==> src/rtl/core/rid_pkg.sv <==
// Shared types and constants for the resistor id classifier.
`default_nettype none
package rid_pkg;

  localparam int CHANNELS    = 4;
  localparam int SAMPLE_BITS = 10;
  localparam int WINDOWS     = 4;
  localparam int BOUND_BITS  = 2 * SAMPLE_BITS;
  localparam int TIME_BITS   = 32;
  localparam int DELAY_BITS  = 16;
  localparam int CFG_IDX_BITS  = 3;
  localparam int CFG_DATA_BITS = BOUND_BITS;

  // Class codes; a window's index equals its class code.
  typedef enum logic [2:0] {
    CLS_C         = 3'd0,
    CLS_B         = 3'd1,
    CLS_A         = 3'd2,
    CLS_ONE       = 3'd3,
    CLS_UNPLUGGED = 3'd4,
    CLS_ERROR     = 3'd5
  } class_t;

  // Configuration register indexes.
  typedef enum logic [CFG_IDX_BITS-1:0] {
    CFG_WIN_C     = 3'd0,
    CFG_WIN_B     = 3'd1,
    CFG_WIN_A     = 3'd2,
    CFG_WIN_ONE   = 3'd3,
    CFG_UNPLUGGED = 3'd4,
    CFG_DEBOUNCE  = 3'd5
  } cfg_idx_t;

  localparam logic [SAMPLE_BITS-1:0] UNPLUGGED_RESET = {SAMPLE_BITS{1'b1}};
  localparam logic [DELAY_BITS-1:0]  DEBOUNCE_RESET  = 16'd50;

  typedef logic [SAMPLE_BITS-1:0] sample_t;
  typedef logic [WINDOWS-1:0][BOUND_BITS-1:0] bounds_t;

  // One result beat: accepted classes and their change mask.
  typedef struct packed {
    class_t [CHANNELS-1:0] stable;
    logic   [CHANNELS-1:0] changed;
  } result_t;

endpackage
`default_nettype wire

==> src/rtl/core/rid_classify.sv <==
// Window classifier for one channel's sample.
`default_nettype none
module rid_classify (
  input  wire rid_pkg::sample_t                   sample,
  input  wire rid_pkg::bounds_t                   bounds,
  input  wire logic [rid_pkg::SAMPLE_BITS-1:0]    unplugged_thr,
  output rid_pkg::class_t                         cls
);

  logic [rid_pkg::WINDOWS-1:0] hit;

  // Test every open window in parallel.
  always_comb begin
    for (int w = 0; w < rid_pkg::WINDOWS; w++) begin
      hit[w] = (sample > bounds[w][rid_pkg::SAMPLE_BITS-1:0]) &&
               (sample < bounds[w][rid_pkg::BOUND_BITS-1:rid_pkg::SAMPLE_BITS]);
    end
  end

  // Pick the first window that fits, else fall back on the threshold.
  always_comb begin
    if (sample > unplugged_thr) begin
      cls = rid_pkg::CLS_UNPLUGGED;
    end else begin
      cls = rid_pkg::CLS_ERROR;
    end
    for (int w = rid_pkg::WINDOWS - 1; w >= 0; w--) begin
      if (hit[w]) begin
        cls = rid_pkg::class_t'(3'(w));
      end
    end
  end

endmodule
`default_nettype wire

==> src/rtl/core/rid_debounce.sv <==
// Change tracking and debounce state for all channels.
`default_nettype none
module rid_debounce (
  input  wire                                   clk,
  input  wire                                   rst_n,
  input  wire                                   step,
  input  wire rid_pkg::class_t [rid_pkg::CHANNELS-1:0] raw,
  input  wire logic [rid_pkg::TIME_BITS-1:0]    now_ms,
  input  wire logic [rid_pkg::DELAY_BITS-1:0]   delay_ms,
  output rid_pkg::result_t                      res
);

  rid_pkg::class_t [rid_pkg::CHANNELS-1:0] raw_prev_r;
  rid_pkg::class_t [rid_pkg::CHANNELS-1:0] stable_r;
  logic [rid_pkg::TIME_BITS-1:0]           change_time_r;
  logic [rid_pkg::TIME_BITS-1:0]           change_time_nxt;
  logic [rid_pkg::TIME_BITS-1:0]           elapsed;
  logic                                    moved;
  logic                                    settled;

  // Detect any raw class movement since the previous beat.
  always_comb begin
    moved = 1'b0;
    for (int i = 0; i < rid_pkg::CHANNELS; i++) begin
      if (raw[i] != raw_prev_r[i]) begin
        moved = 1'b1;
      end
    end
  end

  // Restamp on movement; a restamp means zero elapsed time.
  assign change_time_nxt = moved ? now_ms : change_time_r;
  assign elapsed         = now_ms - change_time_r;
  assign settled         = !moved &&
                           (elapsed > {{(rid_pkg::TIME_BITS-rid_pkg::DELAY_BITS){1'b0}},
                                       delay_ms});

  // Take raw classes into the stable set once settled.
  always_comb begin
    for (int i = 0; i < rid_pkg::CHANNELS; i++) begin
      res.changed[i] = settled && (stable_r[i] != raw[i]);
      res.stable[i]  = settled ? raw[i] : stable_r[i];
    end
  end

  // Advance state on each beat.
  always_ff @(posedge clk) begin
    if (!rst_n) begin
      for (int i = 0; i < rid_pkg::CHANNELS; i++) begin
        raw_prev_r[i] <= rid_pkg::CLS_ERROR;
        stable_r[i]   <= rid_pkg::CLS_ERROR;
      end
      change_time_r <= '0;
    end else if (step) begin
      raw_prev_r    <= raw;
      stable_r      <= res.stable;
      change_time_r <= change_time_nxt;
    end
  end

endmodule
`default_nettype wire

==> src/rtl/core/resistor_id_classifier_debounce.sv <==
// Path: an accepted beat is held in the input register, then moves into the result register that drives the output.
// Throughput: one beat per cycle while the output is not stalled; the input and result registers advance together,
// with classification and the 32-bit elapsed-time compare in between.
// Reset: synchronous, active low; windows clear to empty, threshold 1023, delay 50 ms,
// stable and previous raw classes to error, change time to zero.
`default_nettype none
module resistor_id_classifier_debounce (
  input  wire                                      clk,
  input  wire                                      rst_n,
  input  wire                                      in_valid,
  output logic                                     in_stall,
  input  wire logic [rid_pkg::SAMPLE_BITS-1:0]     in_sample_0,
  input  wire logic [rid_pkg::SAMPLE_BITS-1:0]     in_sample_1,
  input  wire logic [rid_pkg::SAMPLE_BITS-1:0]     in_sample_2,
  input  wire logic [rid_pkg::SAMPLE_BITS-1:0]     in_sample_3,
  input  wire logic [rid_pkg::TIME_BITS-1:0]       in_now_ms,
  output logic                                     out_valid,
  input  wire                                      out_stall,
  output logic [2:0]                               out_stable_0,
  output logic [2:0]                               out_stable_1,
  output logic [2:0]                               out_stable_2,
  output logic [2:0]                               out_stable_3,
  output logic [rid_pkg::CHANNELS-1:0]             out_changed_mask,
  input  wire                                      cfg_we,
  input  wire logic [rid_pkg::CFG_IDX_BITS-1:0]    cfg_index,
  input  wire logic [rid_pkg::CFG_DATA_BITS-1:0]   cfg_wdata
);

  rid_pkg::bounds_t                          bounds_r;
  logic [rid_pkg::SAMPLE_BITS-1:0]           unplugged_r;
  logic [rid_pkg::DELAY_BITS-1:0]            delay_r;

  logic                                      in_valid_r;
  rid_pkg::sample_t [rid_pkg::CHANNELS-1:0]  sample_r;
  logic [rid_pkg::TIME_BITS-1:0]             now_r;
  logic                                      out_valid_r;
  rid_pkg::result_t                          res_r;
  rid_pkg::result_t                          res_nxt;
  rid_pkg::class_t [rid_pkg::CHANNELS-1:0]   raw;
  logic                                      out_free;
  logic                                      step;
  logic                                      in_take;

  // Configuration writes.
  always_ff @(posedge clk) begin
    if (!rst_n) begin
      bounds_r    <= '0;
      unplugged_r <= rid_pkg::UNPLUGGED_RESET;
      delay_r     <= rid_pkg::DEBOUNCE_RESET;
    end else if (cfg_we) begin
      unique case (cfg_index)
        rid_pkg::CFG_WIN_C:     bounds_r[0] <= cfg_wdata;
        rid_pkg::CFG_WIN_B:     bounds_r[1] <= cfg_wdata;
        rid_pkg::CFG_WIN_A:     bounds_r[2] <= cfg_wdata;
        rid_pkg::CFG_WIN_ONE:   bounds_r[3] <= cfg_wdata;
        rid_pkg::CFG_UNPLUGGED: unplugged_r <= cfg_wdata[rid_pkg::SAMPLE_BITS-1:0];
        rid_pkg::CFG_DEBOUNCE:  delay_r     <= cfg_wdata[rid_pkg::DELAY_BITS-1:0];
        default: ;
      endcase
    end
  end

  // Handshake: the input register drains whenever the result register is free.
  assign out_free = !out_valid_r || !out_stall;
  assign step     = in_valid_r && out_free;
  assign in_stall = in_valid_r && !out_free;
  assign in_take  = in_valid && !in_stall;

  // Hold the input beat.
  always_ff @(posedge clk) begin
    if (!rst_n) begin
      in_valid_r <= 1'b0;
    end else if (out_free || !in_valid_r) begin
      in_valid_r <= in_valid;
    end
  end

  always_ff @(posedge clk) begin
    if (in_take) begin
      sample_r[0] <= in_sample_0;
      sample_r[1] <= in_sample_1;
      sample_r[2] <= in_sample_2;
      sample_r[3] <= in_sample_3;
      now_r       <= in_now_ms;
    end
  end

  // Classify each channel.
  for (genvar g = 0; g < rid_pkg::CHANNELS; g++) begin : g_chan
    rid_classify u_classify (
      .sample        (sample_r[g]),
      .bounds        (bounds_r),
      .unplugged_thr (unplugged_r),
      .cls           (raw[g])
    );
  end

  rid_debounce u_debounce (
    .clk      (clk),
    .rst_n    (rst_n),
    .step     (step),
    .raw      (raw),
    .now_ms   (now_r),
    .delay_ms (delay_r),
    .res      (res_nxt)
  );

  // Hold the result beat until taken.
  always_ff @(posedge clk) begin
    if (!rst_n) begin
      out_valid_r <= 1'b0;
    end else if (out_free) begin
      out_valid_r <= in_valid_r;
    end
  end

  always_ff @(posedge clk) begin
    if (step) begin
      res_r <= res_nxt;
    end
  end

  assign out_valid        = out_valid_r;
  assign out_stable_0     = res_r.stable[0];
  assign out_stable_1     = res_r.stable[1];
  assign out_stable_2     = res_r.stable[2];
  assign out_stable_3     = res_r.stable[3];
  assign out_changed_mask = res_r.changed;

endmodule
`default_nettype wire
==> config.mk <==
export PLATFORM = sky130hd
export DESIGN_NAME = resistor_id_classifier_debounce
export DESIGN_NICKNAME = d
export VERILOG_FILES = /design/src/rtl/core/rid_pkg.sv /design/src/rtl/core/rid_classify.sv /design/src/rtl/core/rid_debounce.sv /design/src/rtl/core/resistor_id_classifier_debounce.sv
export SDC_FILE = /design/constraint.sdc
export NUM_CORES = 1
export LEC_CHECK = 0
export ABC_AREA = 1
export BUFFER_PORTS_ARGS = -buffer_cell sky130_fd_sc_hd__buf_2
export CAP_MARGIN = 10
export CORE_UTILIZATION = 63
export DETAILED_ROUTE_END_ITERATION = 8
export GPL_TIMING_DRIVEN = 0
export PLACE_DENSITY = 0.82
export SYNTH_ARGS = -nofsm -noshare
export SYNTH_HDL_FRONTEND = slang
export SYNTH_SLANG_ARGS = --single-unit
==> constraint.sdc <==
create_clock -name clk -period 3.7 [get_ports clk]
set_input_delay 0.37 -clock clk [delete_from_list [all_inputs] [get_ports clk]]
set_output_delay 0.37 -clock clk [all_outputs]
set_load 0.01 [all_outputs]
==> impl_results.md, run 1 <==
- Cells after Synth: 2,760
- IO Pins: 118
- Worst-path fanout max: 4
- Vias in the first global route: 19.6k
- Critical path endpoint category: register
- Slew Viols, Final: 0
- Setup TNS: -0.0265 ns
- Worst-Margin Slew: 0.984 ns
- Avg WL per Cell: 20.3 um
- Mapped cell area: 20,700 um2
- R2R Path End: out_stable_0[1]
- Clk root buf: clkbuf_16
- Final Critical Period: 3.72 ns
- Tcrit/Tclk final: 101%
- Layout area overhead: 18.7%
- # rows: 65
- Hold Violations, Final: 0
- Yosys top cell area share: 23.7%
- Distinct cells, synth: 52
- Max-slew headroom: 34.4%
- Ys async rst share: 0%
- Cell taking the most area after synthesis: ha_1
- Nets: 3,542
- Crit start category: register
- Hold slack: 0.0376 ns
- Post-synth EDFFs: 88
- Reg area: 5930 um2
- Most common cell after layout, fill and taps aside: nand2_1
- Initial antenna violation count: 1
- # fillers: 2,229
- Die Span Y: 183 um
- Core area: 32,000 um2
- TritonCTS clock tree: built
- Initial DRC count: 2,232
- I/O Buffers: 116
- Clock power share: 32.8%
- Cell area after layout: 24,500 um2
- Dpl cell area: 21,800 um2
- Power per standard cell area: 351 nW/um2
- Starting density of the core: 64.7%
- Proportion of layout cells with a drive suffix above 1: 14.3%
- Num CTS Buffers: 27
- Bufs on Longest Clock Path: 3
- Die ar.: 33,500 um2
- Reg2reg start: now_r[0]
- Syn nets: 3,252
- Hpwl dp: 46.9 mm
- Antenna Nets Post-Route: 0
- Worst hold path class: in2reg
- Number of cells on the worst reg-to-reg path: 21
- Max Clk Rate: 0.269 GHz
- Drc violations: 0
- Leak pwr: 11.7 nW
- Failing checks: negative setup slack
- Status: complete, but fails checks
- Seq cells post-synth: 252
- Most frequent cells in the layout: 626 x nand2_1, 377 x ha_1, 366 x inv_1
- GP Congestion: 1.01
- First-pass GRT wire length: 101 mm
- R2R setup slack: -0.02 ns
- Drt first pass iters: 8
- WP data arrival: 4.04 ns
- Psw: 2.97 mW
- CTS clk-pin slew, worst paths: 0.07 ns
- Number of synthesis warnings: 0
- Pre-CTS WS: -0.414 ns
- Ranking of synthesized cells by area: ha_1 24%, dfxtp_1 16%, edfxtp_1 13%
- Comb power frac: 30.4%
- Req. time, crit path: 4.02 ns
- Setup ws final: -0.0214 ns
- Crit path kind: reg2reg
- Post-Route WL: 71.2 mm
- Vias per cell: 6.01
- Max-cap violations: 0
- Multi-input gate area: 13,300 um2
- Post-synthesis sequential area ratio: 28.7%
- Hold Startpoint: in_now_ms[31]
- Reg power frac: 36.7%
- Worst-Skew Late Latency: 0.58 ns
- Die Wd: 183 um
- Hold depth: 1
- Total GRT Usage: 39.3%
- Sinks on Clock Net: 252
- Switching Fraction: 34.5%
- Largest net degree at the start of global routing: 73
- Clock Skew: 0.0226 ns
- Final Setup Violations: 2
- H-tree levels: 1
- Most used DFF post-synth: dfxtp_1
- VDD IR max: 0.430 mV
- Pint: 5.64 mW
- GRT overflow: 0
- Hold EP: now_r[31]
- Vias: 21.1k
- Finished Core Util: 76.8%
- Syn Area/Cell: 7.49 um2
-- how the worst max path moves through the flow --
stage                      start                     end  cells after the start
floorplan               now_r[2]         out_stable_0[2]                     19
global placement        now_r[0]         out_stable_0[0]                     19
detailed placement      now_r[0]         out_stable_0[0]                     19
CTS                 sample_r[13]         out_stable_3[1]                     21
global route            now_r[0]  u_debounce.stable_r[4]                     23
finish                  now_r[0]         out_stable_0[1]                     21
-- critical path, stage by stage, from the launching register on --
cell,delay (ns)
edfxtp_1,0.38
inv_2,0.07
ha_4,0.17
fa_2,0.40
inv_2,0.09
nand3_1,0.08
nand3_2,0.15
nand3_1,0.10
nand2_1,0.17
xor2_1,0.20
ha_1,0.18
a21oi_1,0.07
o21ai_0,0.15
nand2_1,0.08
o211ai_1,0.12
a21oi_2,0.09
o211ai_4,0.33
nand3_4,0.15
buf_6,0.15
buf_4,0.15
nand2_1,0.08
nand2_1,0.07
-- timing repair --
action / 4_1_cts / 5_1_grt
hold buffers: 71 / 0
buffers inserted: 8 / 67
gates resized for setup: 9 / 51
endpoints found under the hold margin: 71 / 0
pin swaps: 5 / 21
cloned: 1 / 0
endpoints found under the setup margin: 28 / 58
-- registers in the layout, summed over array words and instances (netlist names) --
signal and count:
bounds_r 80, sample_r 40, now_r 32, u_debounce.change_time_r 32, delay_r 16, u_debounce.raw_prev_r 12, u_debounce.stable_r 12, unplugged_r 10
out_changed_mask 4, out_stable_0 3, out_stable_1 3, out_stable_2 3, out_stable_3 3, in_valid_r 1, out_valid 1
-- layout make-up --
class	instances	area share, %
Clock buffer	40	3.39
Antenna cell	5	0.0510
Tap cell	435	2.22
Sequential cell	252	24.2
Clock inverter	10	0.352
Buffer	50	1.06
Inverter	397	6.09
Timing Repair Buffer	263	8.54
Multi-Input combinational cell	2059	54.1
-- per-layer routing --
metal	vias to the layer above	part of all wire [%]	track usage, %
li1	9757	-	-
met1	9590	37	47.2
met2	1354	43	62.6
met3	414	12	8.94
met4	2	8.2	27.4
met5	-	0.027	0
-- Yosys cell counts, types with 2 or more instances --
master / n
nand3b_1: 3
o21bai_1: 14
xor2_1: 21
o21ai_1: 34
nor3_1: 3
nand4_2: 2
a41oi_2: 4
nand2_4: 9
ha_1: 391
xnor2_1: 2
nand3_2: 13
a21o_1: 13
nor2_1: 234
a21boi_1: 3
and2_1: 9
nand2_2: 28
o211ai_1: 25
nor4_1: 2
nand4_1: 44
nor3_2: 3
buf_6: 6
o21ai_0: 128
a21oi_1: 260
edfxtp_1: 88
dfxtp_1: 164
a21oi_2: 2
clkbuf_1: 38
buf_2: 3
nor2_2: 46
nand2_1: 635
nand3_4: 2
o21a_1: 20
and3_1: 2
buf_4: 3
clkinv_1: 2
nand3_1: 86
inv_2: 24
inv_1: 370
nor2_4: 11
-- cells by family after synthesis --
logic type      count (synthesis)  share of synthesized area (%)
compound gates                507                           13.6
fa+ha+maj                     392                           23.8
buf+inv                       449                           8.53
simple gates                 1136                           24.4
xor+xnor                       24                           1.05
flops                         252                           28.7
-- through the flow --
| step | cells | total power, mW |
|---|---|---|
| final | 3511 | 8.62 |
| after global placement | 3311 | 5.30 |
| after detailed placement | 3311 | 5.43 |
| after floorplan | 2760 | 4.76 |
| after CTS | 3440 | 8.28 |
| after global routing | 3506 | 8.97 |
-- power groups by stage --
stage          registers, mW  clock network, mW  logic [mW]
2_1_floorplan           3.18                  0        1.59
3_3_place_gp            3.28                  0        2.02
3_5_place_dp            3.28                  0        2.14
4_1_cts                 3.23               2.81        2.24
5_1_grt                 3.17               2.94        2.87
6_report                3.16               2.83        2.62
(Power assumes the default switching activity.)
==> inputs of run 2 (changes only) <==
HOLD_SLACK_MARGIN = 0.05   (was default)
==> run 2 against run 1 <==
  * The run still ends with negative setup slack left
  * Final cell count hardly changed
  * First-iteration DRC count down 5.2%
  * Clock skew hardly changed
  * Critical path depth fell by 1
  * Clock power is essentially flat
  * Wire length fell by 0.28%
  * Flip-flop and latch count unchanged
  * Register-to-register slack worse by 0.13 ns
  * Total power barely moved
  * Core utilization is essentially flat
  * Non-clock buffer count rose by 2
  * Combinational power about the same
  * Critical endpoint is now out_stable_1[2]
==> impl_results.md, run 2 (synthesis results as in run 1) <==
- I/O Buffers: 116
- WP data arrival: 4.17 ns
- Initial antenna violation count: 1
- Worst-path fanout max: 5
- H-tree levels: 1
- Worst hold path class: in2reg
- Num CTS Buffers: 27
- Final Setup Violations: 18
- Antenna Nets Post-Route: 0
- Proportion of layout cells with a drive suffix above 1: 14.4%
- # fillers: 2,218
- Die Wd: 183 um
- Slew Viols, Final: 0
- Drt first pass iters: 6
- VDD IR max: 0.462 mV
- TritonCTS clock tree: built
- Avg WL per Cell: 20.2 um
- Sinks on Clock Net: 252
- Finished Core Util: 76.8%
- Setup ws final: -0.152 ns
- Cell Chain, Critical Path: inv_1 -> ha_4 -> buf_4 -> nand2_2 -> inv_2 -> nand2_1 -> nand2_1 -> a21oi_1 -> nand2_2 -> xor2_1 -> ha_1 -> nand4_1 -> inv_1 -> nand4_1 -> nor4b_4 -> o211ai_4 -> nand3_4 -> bufbuf_16 -> nand2_4 -> and2_1
- Total GRT Usage: 39.5%
- Power per standard cell area: 351 nW/um2
- Hpwl dp: 46.9 mm
- # rows: 65
- Post-Route WL: 71.0 mm
- Initial DRC count: 2,115
- Worst-Skew Late Latency: 0.58 ns
- Leak pwr: 11.7 nW
- Clock Skew: 0.0225 ns
- GP Congestion: 1.01
- Crit path max-delay cell type: nor4b_4
- Starting density of the core: 64.7%
- Req. time, crit path: 4.02 ns
- GRT overflow: 0
- Status: complete, but fails checks
- Crit path kind: reg2reg
- Vias per cell: 5.99
- Hold Violations, Final: 0
- Setup TNS: -1.39 ns
- Most common cell after layout, fill and taps aside: nand2_1
- Largest net degree at the start of global routing: 73
- Layout area overhead: 18.7%
- Worst-Margin Slew: 1.02 ns
- Die ar.: 33,500 um2
- Most frequent cells in the layout: 626 x nand2_1, 377 x ha_1, 366 x inv_1
- Top reg by flops: bounds_r
- Vias: 21.0k
- Crit start category: register
- First-pass GRT wire length: 102 mm
- WP buf/inv: 5
- Core area: 32,000 um2
- Total power: 8.61 mW
- Max-slew headroom: 32.2%
- Failing checks: negative setup slack
- Critical path endpoint category: register
- Family with the most delay on the worst path: simple AND/OR/NAND/NOR gates
- Vias in the first global route: 19.7k
- Bufs on Longest Clock Path: 3
- Max-cap violations: 0
- CTS clk-pin slew, worst paths: 0.07 ns
- CP max stage delay: 0.42 ns
- Top Registers: bounds_r: 80 flops, sample_r: 40 flops
- Largest register FFs: 80
- Clk root buf: clkbuf_16
- Max Clk Rate: 0.260 GHz
- IO Pins: 118
- Drc violations: 0
- Nets: 3,544
- Final Critical Period: 3.85 ns
- Tcrit/Tclk final: 104%
- Die Span Y: 183 um
## run 2: cell count changes in the layout (fill, tap and decap cells not counted)
cell	change
dfxtp_2	+1
nand2_2	+1
nand2_4	-1
diode_2	-4
buf_4	+1
dfxtp_1	-1
dlygate4sd3_1	+1
## run 2: cell type report
type	instances	area, um2	share of cell area [%]
multi-input combinational	2059	13300	54.1
sequential	252	5930	24.2
timing repair buffer	265	2110	8.61
inverter	397	1500	6.09
clock buffer	40	832	3.39
tap	435	544	2.22
buffer	50	259	1.06
clock inverter	10	86.3	0.352
antenna	1	2.50	0.0102
## run 2: path summary, 6_finish.rpt
kind,end,start,cells past startpoint,slack [ns]
max,out_stable_1[2],u_debounce.change_time_r[9],20,-0.15
min,out_valid,out_stall,3,0.14
max reg2reg,out_stable_1[2],u_debounce.change_time_r[9],20,-0.15
min reg2reg,delay_r[11],delay_r[11],2,0.48
## run 2: metal layers
layer,global-route usage [%],up-vias,wire [um]
met2,63.0,1297,30600
met5,0,-,40
li1,-,9752,-
met4,27.2,2,6030
met1,47.3,9553,25700
met3,9.03,405,8650
## run 2: worst min-delay path, cell delays in order
cell     delay, ns
buf_2         0.10
nand2_1       0.11
a21oi_1       0.08
## run 2: report_power, final
group          leakage (nW)  switching, mW  internal, mW  total (mW)
Clock                 0.456           1.21          1.63        2.84
Combinational          9.06           1.62         0.992        2.61
Sequential             2.19          0.143          3.02        3.17
## run 2: timing repair
| item | CTS | global route |
|---|---|---|
| cloned | 1 | 0 |
| buffers inserted | 8 | 68 |
| endpoints found under the hold margin | 72 | 0 |
| pin swaps | 5 | 22 |
| endpoints found under the setup margin | 28 | 58 |
| resized for setup | 9 | 50 |
| hold buffers | 72 | 0 |
## run 2: per-stage QoR
| step | instances | hold slack, ns | area, um2 | setup slack, ns |
|---|---|---|---|---|
| 4_1_cts | 3441 | 0.116 | 23600 | 0.00150 |
| 5_1_grt | 3508 | 0.153 | 24500 | -0.242 |
| 3_3_place_gp | 3311 | 0.454 | 21800 | -0.364 |
| 3_5_place_dp | 3311 | 0.467 | 21800 | -0.414 |
| 6_report | 3509 | 0.135 | 24500 | -0.152 |
| 2_1_floorplan | 2760 | 0.435 | 20700 | 0.449 |
